## config.mk

```make
export PLATFORM = sky130hd
export DESIGN_NAME = fs4_halfband_ddc_core
export DESIGN_NICKNAME = d
export VERILOG_FILES = /design/src/hdl/fhd_pkg.sv /design/src/hdl/fhd_ram.sv /design/src/hdl/fhd_ctrl.sv /design/src/hdl/fhd_datapath.sv /design/src/hdl/fs4_halfband_ddc_core.sv
export VERILOG_INCLUDE_DIRS = /design/src /design/src/hdl
export SDC_FILE = /design/constraint.sdc
export NUM_CORES = 2
export LEC_CHECK = 0
export ABC_AREA = 1
export BUFFER_PORTS_ARGS = -buffer_cell sky130_fd_sc_hd__buf_4
export CORE_ASPECT_RATIO = 0.8
export CORE_MARGIN = 2
export CORE_UTILIZATION = 31
export CTS_CLUSTER_SIZE = 20
export DETAILED_ROUTE_END_ITERATION = 10
export GPL_TIMING_DRIVEN = 0
export SLEW_MARGIN = 20
export SYNTH_ARGS = -nofsm -noshare
export SYNTH_HDL_FRONTEND = slang
export SYNTH_HIERARCHICAL = 1
export SYNTH_SLANG_ARGS = --single-unit
```

## constraint.sdc

```tcl
create_clock -name clk_i -period 11.4 [get_ports clk_i]
set_input_delay 1.14 -clock clk_i [delete_from_list [all_inputs] [get_ports clk_i]]
set_output_delay 1.14 -clock clk_i [all_outputs]
set_load 0.01 [all_outputs]
```

## src/hdl/fs4_halfband_ddc_core_defines.svh

```systemverilog
// Assertion helpers shared by the RTL files.
`ifndef FS4_HALFBAND_DDC_CORE_DEFINES_SVH
`define FS4_HALFBAND_DDC_CORE_DEFINES_SVH

// Same-cycle implication, checked on clk_i, off while rst_ni is low.
`define FHD_ASSERT_NOW(lbl, ante, cons, msg) \
  lbl: assert property (@(posedge clk_i) disable iff (!rst_ni) (ante) |-> (cons)) \
    else $error(msg);

// Next-cycle implication, checked on clk_i, off while rst_ni is low.
`define FHD_ASSERT_NEXT(lbl, ante, cons, msg) \
  lbl: assert property (@(posedge clk_i) disable iff (!rst_ni) (ante) |=> (cons)) \
    else $error(msg);

`endif

```

## src/hdl/fhd_pkg.sv

```systemverilog
package fhd_pkg;

  localparam int CFG_IDX_W  = 3;
  localparam int CFG_DATA_W = 64;
  localparam int VAL_W      = 16;
  // working width for rounding and saturation helpers
  localparam int RND_W      = 48;

  localparam logic signed [RND_W-1:0] SAT_MAX  = 48'sd32767;
  localparam logic signed [RND_W-1:0] SAT_MIN  = -48'sd32768;
  localparam logic signed [RND_W-1:0] RND_BIAS = 48'sd16384;

  localparam logic signed [15:0] CENTER_RESET = 16'sd16384;
  localparam logic [15:0]        ALPHA_RESET  = 16'd655;

  typedef enum logic [CFG_IDX_W-1:0] {
    REG_COEFF_A  = 3'd0,
    REG_COEFF_B  = 3'd1,
    REG_COEFF_C  = 3'd2,
    REG_COEFF_D  = 3'd3,
    REG_CENTER   = 3'd4,
    REG_ALPHA    = 3'd5,
    REG_MIDPOINT = 3'd6
  } cfg_reg_e;

  typedef enum logic [2:0] {
    ST_IDLE,
    ST_PREP,
    ST_DCMUL,
    ST_DCUPD,
    ST_FIR,
    ST_DRAIN,
    ST_QMUL,
    ST_DONE
  } state_e;

  typedef enum logic [1:0] {
    MUL_DC,
    MUL_Q,
    MUL_FIR
  } mul_sel_e;

  typedef struct packed {
    logic       load_in;
    logic       prep;
    logic       mul_en;
    mul_sel_e   mul_sel;
    logic       dc_upd;
    logic       acc_clr;
    logic       fir_issue;
    logic       load_out;
    logic [1:0] phase;
  } dp_cmd_t;

  typedef struct packed {
    logic fir_busy;
    logic out_free;
  } dp_status_t;

  function automatic logic signed [VAL_W-1:0] sat16(input logic signed [RND_W-1:0] v);
    logic signed [VAL_W-1:0] r;
    if (v > SAT_MAX) begin
      r = 16'sh7fff;
    end else if (v < SAT_MIN) begin
      r = 16'sh8000;
    end else begin
      r = v[VAL_W-1:0];
    end
    return r;
  endfunction

  // add half an LSB, floor-shift by 15, saturate
  function automatic logic signed [VAL_W-1:0] round_q15(input logic signed [RND_W-1:0] v);
    logic signed [RND_W-1:0] t;
    t = (v + RND_BIAS) >>> 15;
    return sat16(t);
  endfunction

endpackage

```

## src/hdl/fhd_ram.sv

```systemverilog
module fhd_ram #(
  parameter int WIDTH = 16,
  parameter int DEPTH = 32,
  localparam int AW = $clog2(DEPTH)
) (
  input  logic             clk_i,
  input  logic             we_i,
  input  logic [AW-1:0]    waddr_i,
  input  logic [WIDTH-1:0] wdata_i,
  input  logic [AW-1:0]    raddr_a_i,
  input  logic [AW-1:0]    raddr_b_i,
  output logic [WIDTH-1:0] rdata_a_o,
  output logic [WIDTH-1:0] rdata_b_o
);

  logic [WIDTH-1:0] mem_q [DEPTH];
  logic [WIDTH-1:0] rdata_a_q;
  logic [WIDTH-1:0] rdata_b_q;

  always_ff @(posedge clk_i) begin
    if (we_i) begin
      mem_q[waddr_i] <= wdata_i;
    end
    rdata_a_q <= mem_q[raddr_a_i];
    rdata_b_q <= mem_q[raddr_b_i];
  end

  assign rdata_a_o = rdata_a_q;
  assign rdata_b_o = rdata_b_q;

endmodule

```

## src/hdl/fhd_ctrl.sv

```systemverilog
`include "fs4_halfband_ddc_core_defines.svh"

module fhd_ctrl #(
  parameter int FIR_TAPS = 32,
  localparam int PAIRS  = FIR_TAPS / 2,
  localparam int PIDX_W = $clog2(PAIRS)
) (
  input  logic                clk_i,
  input  logic                rst_ni,
  input  logic                s_valid_i,
  output logic                s_ready_o,
  input  fhd_pkg::dp_status_t status_i,
  output fhd_pkg::dp_cmd_t    cmd_o,
  output logic [PIDX_W-1:0]   pair_idx_o
);

  import fhd_pkg::*;

  localparam logic [PIDX_W-1:0] LAST_PAIR = PIDX_W'(PAIRS - 1);

  state_e            state_q, state_d;
  logic [1:0]        phase_q, phase_d;
  logic [PIDX_W-1:0] pidx_q, pidx_d;

  // next state
  always_comb begin
    state_d = state_q;
    unique case (state_q)
      ST_IDLE:  if (s_valid_i) state_d = ST_PREP;
      ST_PREP:  state_d = ST_DCMUL;
      ST_DCMUL: state_d = ST_DCUPD;
      ST_DCUPD: state_d = phase_q[0] ? ST_QMUL : ST_FIR;
      ST_FIR:   if (pidx_q == LAST_PAIR) state_d = ST_DRAIN;
      ST_DRAIN: if (!status_i.fir_busy) state_d = ST_DONE;
      ST_QMUL:  state_d = ST_DONE;
      ST_DONE:  if (status_i.out_free) state_d = ST_IDLE;
      default:  state_d = ST_IDLE;
    endcase
  end

  // outputs
  always_comb begin
    cmd_o           = '0;
    cmd_o.mul_sel   = MUL_DC;
    cmd_o.phase     = phase_q;
    s_ready_o       = 1'b0;
    unique case (state_q)
      ST_IDLE: begin
        s_ready_o     = 1'b1;
        cmd_o.load_in = s_valid_i;
      end
      ST_PREP:  cmd_o.prep = 1'b1;
      ST_DCMUL: cmd_o.mul_en = 1'b1;
      ST_DCUPD: begin
        cmd_o.dc_upd  = 1'b1;
        cmd_o.acc_clr = 1'b1;
      end
      ST_FIR: begin
        cmd_o.fir_issue = 1'b1;
        cmd_o.mul_sel   = MUL_FIR;
      end
      ST_DRAIN: cmd_o.mul_sel = MUL_FIR;
      ST_QMUL: begin
        cmd_o.mul_en  = 1'b1;
        cmd_o.mul_sel = MUL_Q;
      end
      ST_DONE:  cmd_o.load_out = status_i.out_free;
      default: ;
    endcase
  end

  assign pair_idx_o = pidx_q;

  always_comb begin
    pidx_d  = (state_q == ST_FIR) ? pidx_q + 1'b1 : '0;
    phase_d = cmd_o.load_out ? phase_q + 2'd1 : phase_q;
  end

  always_ff @(posedge clk_i or negedge rst_ni) begin
    if (!rst_ni) begin
      state_q <= ST_IDLE;
      phase_q <= '0;
      pidx_q  <= '0;
    end else begin
      state_q <= state_d;
      phase_q <= phase_d;
      pidx_q  <= pidx_d;
    end
  end

  `FHD_ASSERT_NEXT(a_accept_then_prep, s_valid_i && s_ready_o, cmd_o.prep, "prep did not follow accept")
  `FHD_ASSERT_NOW(a_issue_not_load, cmd_o.fir_issue, !cmd_o.load_out, "result loaded while FIR issues")
  `FHD_ASSERT_NEXT(a_phase_step, cmd_o.load_out, phase_q == $past(phase_q) + 2'd1, "phase did not advance")

endmodule

```

## src/hdl/fhd_datapath.sv

```systemverilog
`include "fs4_halfband_ddc_core_defines.svh"

module fhd_datapath #(
  parameter int FIR_TAPS    = 32,
  parameter int DELAY_DEPTH = 16,
  parameter int SAMPLE_BITS = 12,
  localparam int PAIRS  = FIR_TAPS / 2,
  localparam int PIDX_W = $clog2(PAIRS),
  localparam int AW     = $clog2(FIR_TAPS),
  localparam int DW     = $clog2(DELAY_DEPTH),
  localparam int SHIFT  = 16 - SAMPLE_BITS,
  localparam int ACC_W  = 34 + PIDX_W
) (
  input  logic                                clk_i,
  input  logic                                rst_ni,
  input  logic                                cfg_we_i,
  input  logic [fhd_pkg::CFG_IDX_W-1:0]       cfg_idx_i,
  input  logic [fhd_pkg::CFG_DATA_W-1:0]      cfg_data_i,
  input  logic [SAMPLE_BITS-1:0]              adc_sample_i,
  input  fhd_pkg::dp_cmd_t                    cmd_i,
  input  logic [PIDX_W-1:0]                   pair_idx_i,
  output fhd_pkg::dp_status_t                 status_o,
  output logic signed [fhd_pkg::VAL_W-1:0]    out_value_o,
  output logic                                out_is_q_o,
  output logic                                out_valid_o,
  input  logic                                out_ready_i
);

  import fhd_pkg::*;

  // configuration
  logic [63:0]             coeff_word_q [4];
  logic signed [15:0]      center_q;
  logic [15:0]             alpha_q;
  logic [SAMPLE_BITS-1:0]  mid_q;
  logic signed [15:0]      coeff_arr [16];

  always_ff @(posedge clk_i or negedge rst_ni) begin
    if (!rst_ni) begin
      for (int w = 0; w < 4; w++) coeff_word_q[w] <= '0;
      center_q <= CENTER_RESET;
      alpha_q  <= ALPHA_RESET;
      mid_q    <= SAMPLE_BITS'(1) << (SAMPLE_BITS - 1);
    end else if (cfg_we_i) begin
      unique case (cfg_reg_e'(cfg_idx_i))
        REG_COEFF_A:  coeff_word_q[0] <= cfg_data_i;
        REG_COEFF_B:  coeff_word_q[1] <= cfg_data_i;
        REG_COEFF_C:  coeff_word_q[2] <= cfg_data_i;
        REG_COEFF_D:  coeff_word_q[3] <= cfg_data_i;
        REG_CENTER:   center_q <= cfg_data_i[15:0];
        REG_ALPHA:    alpha_q  <= cfg_data_i[15:0];
        REG_MIDPOINT: mid_q    <= cfg_data_i[SAMPLE_BITS-1:0];
        default: ;
      endcase
    end
  end

  always_comb begin
    for (int k = 0; k < 16; k++) begin
      coeff_arr[k] = coeff_word_q[k >> 2][16*(k & 3) +: 16];
    end
  end

  // sample capture and residual
  logic [SAMPLE_BITS-1:0]     code_q;
  logic signed [SAMPLE_BITS:0] diff;
  logic signed [16:0]         diff_x;
  logic signed [16:0]         samp_w;
  logic signed [15:0]         sample;
  logic signed [17:0]         resid_w;
  logic signed [15:0]         resid, routed;
  logic signed [15:0]         resid_q, routed_q;
  logic signed [31:0]         dc_q;

  always_ff @(posedge clk_i) begin
    if (cmd_i.load_in) code_q <= adc_sample_i;
  end

  always_comb begin
    diff    = $signed({1'b0, code_q}) - $signed({1'b0, mid_q});
    diff_x  = 17'(diff);
    samp_w  = diff_x <<< SHIFT;
    sample  = sat16(RND_W'(samp_w));
    resid_w = 18'(sample) - 18'($signed(dc_q[31:16]));
    resid   = sat16(RND_W'(resid_w));
    if (!cmd_i.phase[1]) begin
      routed = (resid == 16'sh8000) ? 16'sh7fff : -resid;
    end else begin
      routed = resid;
    end
  end

  always_ff @(posedge clk_i) begin
    if (cmd_i.prep) begin
      resid_q  <= resid;
      routed_q <= routed;
    end
  end

  // FIR history
  logic [AW-1:0]        wpos_q;
  logic [FIR_TAPS-1:0]  hist_vld_q;
  logic                 hist_we;
  logic [AW:0]          lo_sum, hi_sum;
  logic [AW-1:0]        lo_addr, hi_addr;
  logic [15:0]          rd_lo, rd_hi;

  assign hist_we = cmd_i.prep && !cmd_i.phase[0];

  always_comb begin
    lo_sum = (AW+1)'(wpos_q) + (AW+1)'(pair_idx_i) + (AW+1)'(1);
    if (lo_sum >= (AW+1)'(FIR_TAPS)) lo_sum = lo_sum - (AW+1)'(FIR_TAPS);
    hi_sum = (AW+1)'(wpos_q) + (AW+1)'(FIR_TAPS) - (AW+1)'(pair_idx_i);
    if (hi_sum >= (AW+1)'(FIR_TAPS)) hi_sum = hi_sum - (AW+1)'(FIR_TAPS);
    lo_addr = lo_sum[AW-1:0];
    hi_addr = hi_sum[AW-1:0];
  end

  fhd_ram #(
    .WIDTH (16),
    .DEPTH (FIR_TAPS)
  ) u_hist_ram (
    .clk_i     (clk_i),
    .we_i      (hist_we),
    .waddr_i   (wpos_q),
    .wdata_i   (routed),
    .raddr_a_i (lo_addr),
    .raddr_b_i (hi_addr),
    .rdata_a_o (rd_lo),
    .rdata_b_o (rd_hi)
  );

  // MAC pipeline: read, pair sum, multiply, accumulate
  logic                     v1_q, v2_q, v3_q;
  logic                     vlo_q, vhi_q;
  logic [PIDX_W-1:0]        j1_q;
  logic signed [16:0]       pair_sum_q;
  logic signed [15:0]       coef_q;
  logic signed [15:0]       tap_lo, tap_hi;
  logic signed [ACC_W-1:0]  acc_q;

  always_comb begin
    tap_lo = vlo_q ? $signed(rd_lo) : 16'sd0;
    tap_hi = vhi_q ? $signed(rd_hi) : 16'sd0;
  end

  always_ff @(posedge clk_i or negedge rst_ni) begin
    if (!rst_ni) begin
      hist_vld_q <= '0;
      v1_q       <= 1'b0;
      v2_q       <= 1'b0;
      v3_q       <= 1'b0;
    end else begin
      if (hist_we) hist_vld_q[wpos_q] <= 1'b1;
      v1_q <= cmd_i.fir_issue;
      v2_q <= v1_q;
      v3_q <= v2_q;
    end
  end

  always_ff @(posedge clk_i) begin
    if (cmd_i.fir_issue) begin
      vlo_q <= hist_vld_q[lo_addr];
      vhi_q <= hist_vld_q[hi_addr];
      j1_q  <= pair_idx_i;
    end
    if (v1_q) begin
      pair_sum_q <= 17'(tap_lo) + 17'(tap_hi);
      coef_q     <= (32'(j1_q) < 32'd16) ? coeff_arr[4'(j1_q)] : 16'sd0;
    end
  end

  // shared multiplier
  logic signed [17:0] mul_a, mul_b;
  logic signed [35:0] prod_q;

  always_comb begin
    mul_a = '0;
    mul_b = '0;
    if (v2_q) begin
      mul_a = 18'(pair_sum_q);
      mul_b = 18'(coef_q);
    end else begin
      case (cmd_i.mul_sel)
        MUL_DC: begin
          mul_a = $signed({2'b00, alpha_q});
          mul_b = 18'(resid_q);
        end
        MUL_Q: begin
          mul_a = 18'(routed_q);
          mul_b = 18'(center_q);
        end
        default: ;
      endcase
    end
  end

  always_ff @(posedge clk_i) begin
    if (cmd_i.mul_en || v2_q) prod_q <= mul_a * mul_b;
  end

  always_ff @(posedge clk_i) begin
    if (cmd_i.acc_clr) begin
      acc_q <= '0;
    end else if (v3_q) begin
      acc_q <= acc_q + ACC_W'(prod_q);
    end
  end

  // DC estimate, saturated to 32 bits
  logic signed [35:0] est;
  logic signed [31:0] est_sat;

  always_comb begin
    est = 36'(dc_q) + prod_q;
    if (est > 36'sd2147483647) begin
      est_sat = 32'sh7fffffff;
    end else if (est < -36'sd2147483648) begin
      est_sat = 32'sh80000000;
    end else begin
      est_sat = est[31:0];
    end
  end

  // Q delay line
  logic signed [15:0] delay_q [DELAY_DEPTH];
  logic [DW-1:0]      qpos_q;
  logic signed [15:0] q_scaled;
  logic signed [15:0] i_result;

  assign q_scaled = round_q15(RND_W'(prod_q));
  assign i_result = round_q15(RND_W'(acc_q));

  // output register
  logic signed [15:0] out_value_q;
  logic               out_is_q_q;
  logic               out_valid_q;

  always_ff @(posedge clk_i or negedge rst_ni) begin
    if (!rst_ni) begin
      dc_q        <= '0;
      wpos_q      <= '0;
      qpos_q      <= '0;
      out_valid_q <= 1'b0;
      for (int d = 0; d < DELAY_DEPTH; d++) delay_q[d] <= '0;
    end else begin
      if (cmd_i.dc_upd) dc_q <= est_sat;
      if (cmd_i.load_out) begin
        out_valid_q <= 1'b1;
        if (cmd_i.phase[0]) begin
          delay_q[qpos_q] <= q_scaled;
          qpos_q <= (qpos_q == DW'(DELAY_DEPTH - 1)) ? '0 : qpos_q + 1'b1;
        end else begin
          wpos_q <= (wpos_q == AW'(FIR_TAPS - 1)) ? '0 : wpos_q + 1'b1;
        end
      end else if (out_ready_i) begin
        out_valid_q <= 1'b0;
      end
    end
  end

  always_ff @(posedge clk_i) begin
    if (cmd_i.load_out) begin
      out_value_q <= cmd_i.phase[0] ? delay_q[qpos_q] : i_result;
      out_is_q_q  <= cmd_i.phase[0];
    end
  end

  assign out_value_o       = out_value_q;
  assign out_is_q_o        = out_is_q_q;
  assign out_valid_o       = out_valid_q;
  assign status_o.fir_busy = v1_q | v2_q | v3_q;
  assign status_o.out_free = !out_valid_q || out_ready_i;

  `FHD_ASSERT_NOW(a_load_when_free, cmd_i.load_out, status_o.out_free, "result overwrote a waiting one")
  `FHD_ASSERT_NOW(a_clear_when_drained, cmd_i.acc_clr, !(v1_q || v2_q || v3_q), "accumulator cleared mid MAC")
  `FHD_ASSERT_NOW(a_no_mul_clash, cmd_i.mul_en, !v2_q, "multiplier claimed twice")

endmodule

```

## src/hdl/fs4_halfband_ddc_core.sv

```systemverilog
// channel   | dir | handshake                    | payload
// ----------+-----+------------------------------+------------------------------------
// s_axis    | in  | s_axis_tvalid / s_axis_tready | tdata: adc_sample
// m_axis    | out | m_axis_tvalid / m_axis_tready | tdata: out_value; tuser: out_is_q
// cfg       | in  | cfg_we_i (no back-pressure)   | cfg_idx_i, cfg_data_i
//
// One transaction at a time. A Q sample (odd phase) steps through PREP, DCMUL, DCUPD
// and QMUL from accept to result load; an I sample (even phase) through PREP, DCMUL,
// DCUPD, FIR and DRAIN, where the single shared 18x18 multiplier does one pair MAC
// per cycle in its read/sum/multiply/accumulate pipeline. Reset is asynchronous
// active low and clears control, config, DC, pointer, flag and delay-line state,
// not the history RAM or data registers; no clearing pass is needed (history validity
// is held in per-entry flags). The result register lets the next sample be accepted
// while the last result waits on m_axis_tready; completion stalls only if it is full.
module fs4_halfband_ddc_core #(
  parameter int FIR_TAPS    = 32,
  parameter int DELAY_DEPTH = 16,
  parameter int SAMPLE_BITS = 12,
  localparam int PIDX_W     = $clog2(FIR_TAPS / 2),
  localparam int IN_TDATA_W = ((SAMPLE_BITS + 7) / 8) * 8
) (
  input  logic                            clk_i,
  input  logic                            rst_ni,
  // configuration writes
  input  logic                            cfg_we_i,
  input  logic [fhd_pkg::CFG_IDX_W-1:0]   cfg_idx_i,
  input  logic [fhd_pkg::CFG_DATA_W-1:0]  cfg_data_i,
  // sample stream in
  input  logic                            s_axis_tvalid,
  output logic                            s_axis_tready,
  input  logic [IN_TDATA_W-1:0]           s_axis_tdata,  // [SAMPLE_BITS-1:0] adc_sample
  // I/Q stream out
  output logic                            m_axis_tvalid,
  input  logic                            m_axis_tready,
  output logic [fhd_pkg::VAL_W-1:0]       m_axis_tdata,  // [15:0] out_value
  output logic [0:0]                      m_axis_tuser   // [0] out_is_q
);

  import fhd_pkg::*;

  dp_cmd_t            cmd;
  dp_status_t         status;
  logic [PIDX_W-1:0]  pair_idx;
  logic signed [15:0] out_value;
  logic               out_is_q;

  fhd_ctrl #(
    .FIR_TAPS (FIR_TAPS)
  ) u_ctrl (
    .clk_i      (clk_i),
    .rst_ni     (rst_ni),
    .s_valid_i  (s_axis_tvalid),
    .s_ready_o  (s_axis_tready),
    .status_i   (status),
    .cmd_o      (cmd),
    .pair_idx_o (pair_idx)
  );

  fhd_datapath #(
    .FIR_TAPS    (FIR_TAPS),
    .DELAY_DEPTH (DELAY_DEPTH),
    .SAMPLE_BITS (SAMPLE_BITS)
  ) u_datapath (
    .clk_i        (clk_i),
    .rst_ni       (rst_ni),
    .cfg_we_i     (cfg_we_i),
    .cfg_idx_i    (cfg_idx_i),
    .cfg_data_i   (cfg_data_i),
    .adc_sample_i (s_axis_tdata[SAMPLE_BITS-1:0]),
    .cmd_i        (cmd),
    .pair_idx_i   (pair_idx),
    .status_o     (status),
    .out_value_o  (out_value),
    .out_is_q_o   (out_is_q),
    .out_valid_o  (m_axis_tvalid),
    .out_ready_i  (m_axis_tready)
  );

  assign m_axis_tdata    = out_value;
  assign m_axis_tuser[0] = out_is_q;

endmodule
```

==> impl_metrics.csv <==
group,metric,value,unit
synthesis,synthMostInstantiatedCell,"nand2_1",
drt,antenna_left,0,
global_route,grt_pass1_wl,444300,um
global_route,use_met3,0.06407,
floorplan,die_x,574.7,um
synthesis,synth_seq_area_share,0.4573,
global_route,overflow,0,
synthesis,postSynthAreaPerCell,8.623,um2
clocking,clock-sinks,1360,
global_route,antenna_found_initial,13,
setup_path,slowest_delay,0.66,ns
setup_path,cpMostUsedCell,"inv_1",
setup_path,crit_required,11.94,ns
setup_path,reg2reg_from,"u_ctrl/state_q[0]",
clocking,cts_tree,"built",
synthesis,synthTopCellsByArea,"edfxtp_1 (24%), dfrtp_1 (20%), nand2_1 (12%)",
clocking,ctsHoldBuffers,0,
clocking,cts-htree-levels,4,
synthesis,yosysWarnings,6,
clocking,root_buffer,"clkbuf_16",
cells_and_area,area_delta_synth_final,13.31,%
setup_path,cp-start-kind,"register",
setup_path,path_class,"register to register",
floorplan,row_count,167,
clocking,clockBufferDepth,4,
synthesis,syn_area,80770,um2
cells_and_area,layout-drive-gt1-share,0.06830,
placed_design,hpwl,227000,um
drt,vias,70170,
drt,dr.pass1.iters,6,
global_route,met2_usage,0.3111,
placed_design,io_buffers,102,
clocking,post_cts_buffers,0,
global_route,grt_usage,0.2250,
drt,drtIter0Drc,9457,
floorplan,die-area,264700,um2
synthesis,ys.flop_type,"edfxtp_1",
setup_path,crit_fanout,10,
timing,period_share,0.8368,
timing,setup_tns,0,ns
cells_and_area,post-route-util,0.3535,
setup_path,r2r_setup_slack,1.86,ns
synthesis,synth_edf_count,648,
clocking,clk_pin_slew_worst_paths,0.06,ns
placed_design,gp_congestion,0.9916,
timing,slew_viol_final,0,
drt,wl_per_cell,23.09,um
drt,avgViaCountPerCell,5.303,
min_path,hold_class,"primary input to async pin",
synthesis,yosys-top-cells-count,"nand2_1 (2635), o21ai_0 (952), nand3_1 (931)",
setup_path,cp-startpoint,"u_ctrl/state_q[0]",
floorplan,chipHeight,460.6,um
synthesis,synth_cells,9367,
run_status,status,"complete, no violations",
synthesis,yosysUniqueCellTypes,61,
timing,hold_viol_final,0,
floorplan,num_io_pins,107,
setup_path,critPathCaptureType,"register",
timing,tightestPinTransition,1.203,ns
synthesis,yosysTopAreaCell,"edfxtp_1",
drt,drt_wl_total,305500,um
synthesis,ys_ff_latch,1360,
synthesis,synthArstFlopShare,0.4721,
floorplan,initial_core_util,0.3120,
timing,timing.fmax,104.8,MHz
timing,post-route-min-period,9.540,ns
clocking,cts_made_buffers,151,
job,drv_cap,0,
global_route,grt_pass1_vias,65060,
setup_path,setup.worst_path.end,"u_datapath/prod_q[35]",
clocking,cts_resized,0,
timing,relSlewSlack,0.1930,
timing,clock_skew,0.1147,ns
drt,drc,0,
setup_path,crit_arrival,10.08,ns
timing,setup_viol,0,
cells_and_area,nets,10300,
global_route,grt_max_degree,99,
global_route,use_met1,0.3385,
timing,rsz0062_at_grt,"false",
setup_path,r2r_end,"u_datapath/prod_q[35]",
floorplan,core,258900,um2
synthesis,yosys.area.top_type_share,0.2409,
global_route,top_usage_layer,"met1",
synthesis,syn-num-nets,10010,
setup_path,slowest_stage,"o21ai_1",
setup_path,r2r_cells,41,
clocking,clk_latency,0.84,ns
==> critical path: cells and delay by family, from the launching register on <==
family                     cells  cell delay (ns)
DFF                            1             0.37
buffers and inverters         14             2.04
AOI/OAI and AO/OA              8             2.42
adders and majority gates      8             2.85
xor gates and xnor gates       1             0.28
and+or+nand+nor               10             1.29
==> routing by layer <==
metal | vias up | wire (um)
met3 | 517 | 38660
met4 | 6 | 8810
met1 | 34210 | 136800
met2 | 3851 | 121200
met5 | - | 40
li1 | 31580 | -
==> per-stage QoR <==
| step | worst slack [ns] | std cells | hold WS, ns | area (um2) |
|---|---|---|---|---|
| floorplan | 4.065 | 9367 | 0.3669 | 80770 |
| global placement | 1.227 | 12930 | 0.4524 | 85870 |
| detailed placement | 2.128 | 12970 | 0.4607 | 86770 |
| CTS | 2.046 | 13230 | 0.1914 | 91480 |
| global route | 1.425 | 13230 | 0.2104 | 91520 |
| finish | 1.860 | 13230 | 0.2168 | 91520 |
==> placed cells by master (no fill, tap or decap), drive strengths merged, types with 11 or more instances in the layout <==
cell / Yosys / final
a21oi: 305 / 305
a221oi: 17 / 17
a22o: 14 / 14
a22oi: 28 / 28
a31oi: 21 / 21
buf: 223 / 360
clkbuf: 312 / 520
clkinv: 13 / 45
dfrtp: 634 / 634
dfxtp: 70 / 70
edfxtp: 648 / 648
fa: 323 / 323
ha: 228 / 228
inv: 862 / 869
mux2i: 64 / 64
nand2: 2645 / 2645
nand3: 945 / 945
nand4: 38 / 38
nor2: 518 / 518
nor3: 21 / 21
nor4: 11 / 11
o211ai: 105 / 105
o21ai: 998 / 998
o21bai: 30 / 30
o22ai: 66 / 66
xnor2: 57 / 57
xor2: 105 / 105
==> area by class of cell <==
class | instances | area [um2]
multi-input cells | 6597 | 37970
repair buffers | 137 | 1406
inverters | 875 | 3299
clock inverters | 54 | 543.0
plain buffers | 535 | 2860
fillers | 26770 | 167400
well taps | 3464 | 4334
diodes | 1 | 2.502
flip-flops and latches | 1360 | 36940
clock buffers | 208 | 4170
==> worst min-delay path by stage <==
stage,start,end,slack [ns]
after floorplan,u_datapath/v2_q,u_datapath/v3_q,0.37
after global placement,u_datapath/hist_vld_q[14],u_datapath/hist_vld_q[14],0.45
after detailed placement,u_datapath/hist_vld_q[13],u_datapath/hist_vld_q[13],0.46
after CTS,rst_ni,u_datapath/delay_q[192],0.19
after global routing,rst_ni,u_datapath/delay_q[192],0.21
final,rst_ni,u_datapath/delay_q[192],0.22
==> cell families after synthesis <==
family / count (synthesis) / synth area share
xor gates and xnor gates: 162 / 0.01757
buffers and inverters: 1410 / 0.07626
AOI/OAI and AO/OA: 1625 / 0.1113
adders and majority gates: 551 / 0.1154
muxes: 64 / 0.007931
and+or+nand+nor: 4195 / 0.2143
DFF: 1360 / 0.4573
==> flip-flops by register name (all words and copies together), names as in the netlist, 17 cells and up <==
signal	cells
u_datapath/coeff_arr	256
u_datapath/delay_q	256
u_datapath/acc_q	38
u_datapath/hist_vld_q	32
u_datapath/u_hist_ram/mem_q	512
u_datapath/prod_q	36
u_datapath/pair_sum_q	17
u_datapath/dc_q	32
Power is left out: the tool's default activity adds up to more than one toggle a clock period on the data nets, which glitch-free logic cannot reach.
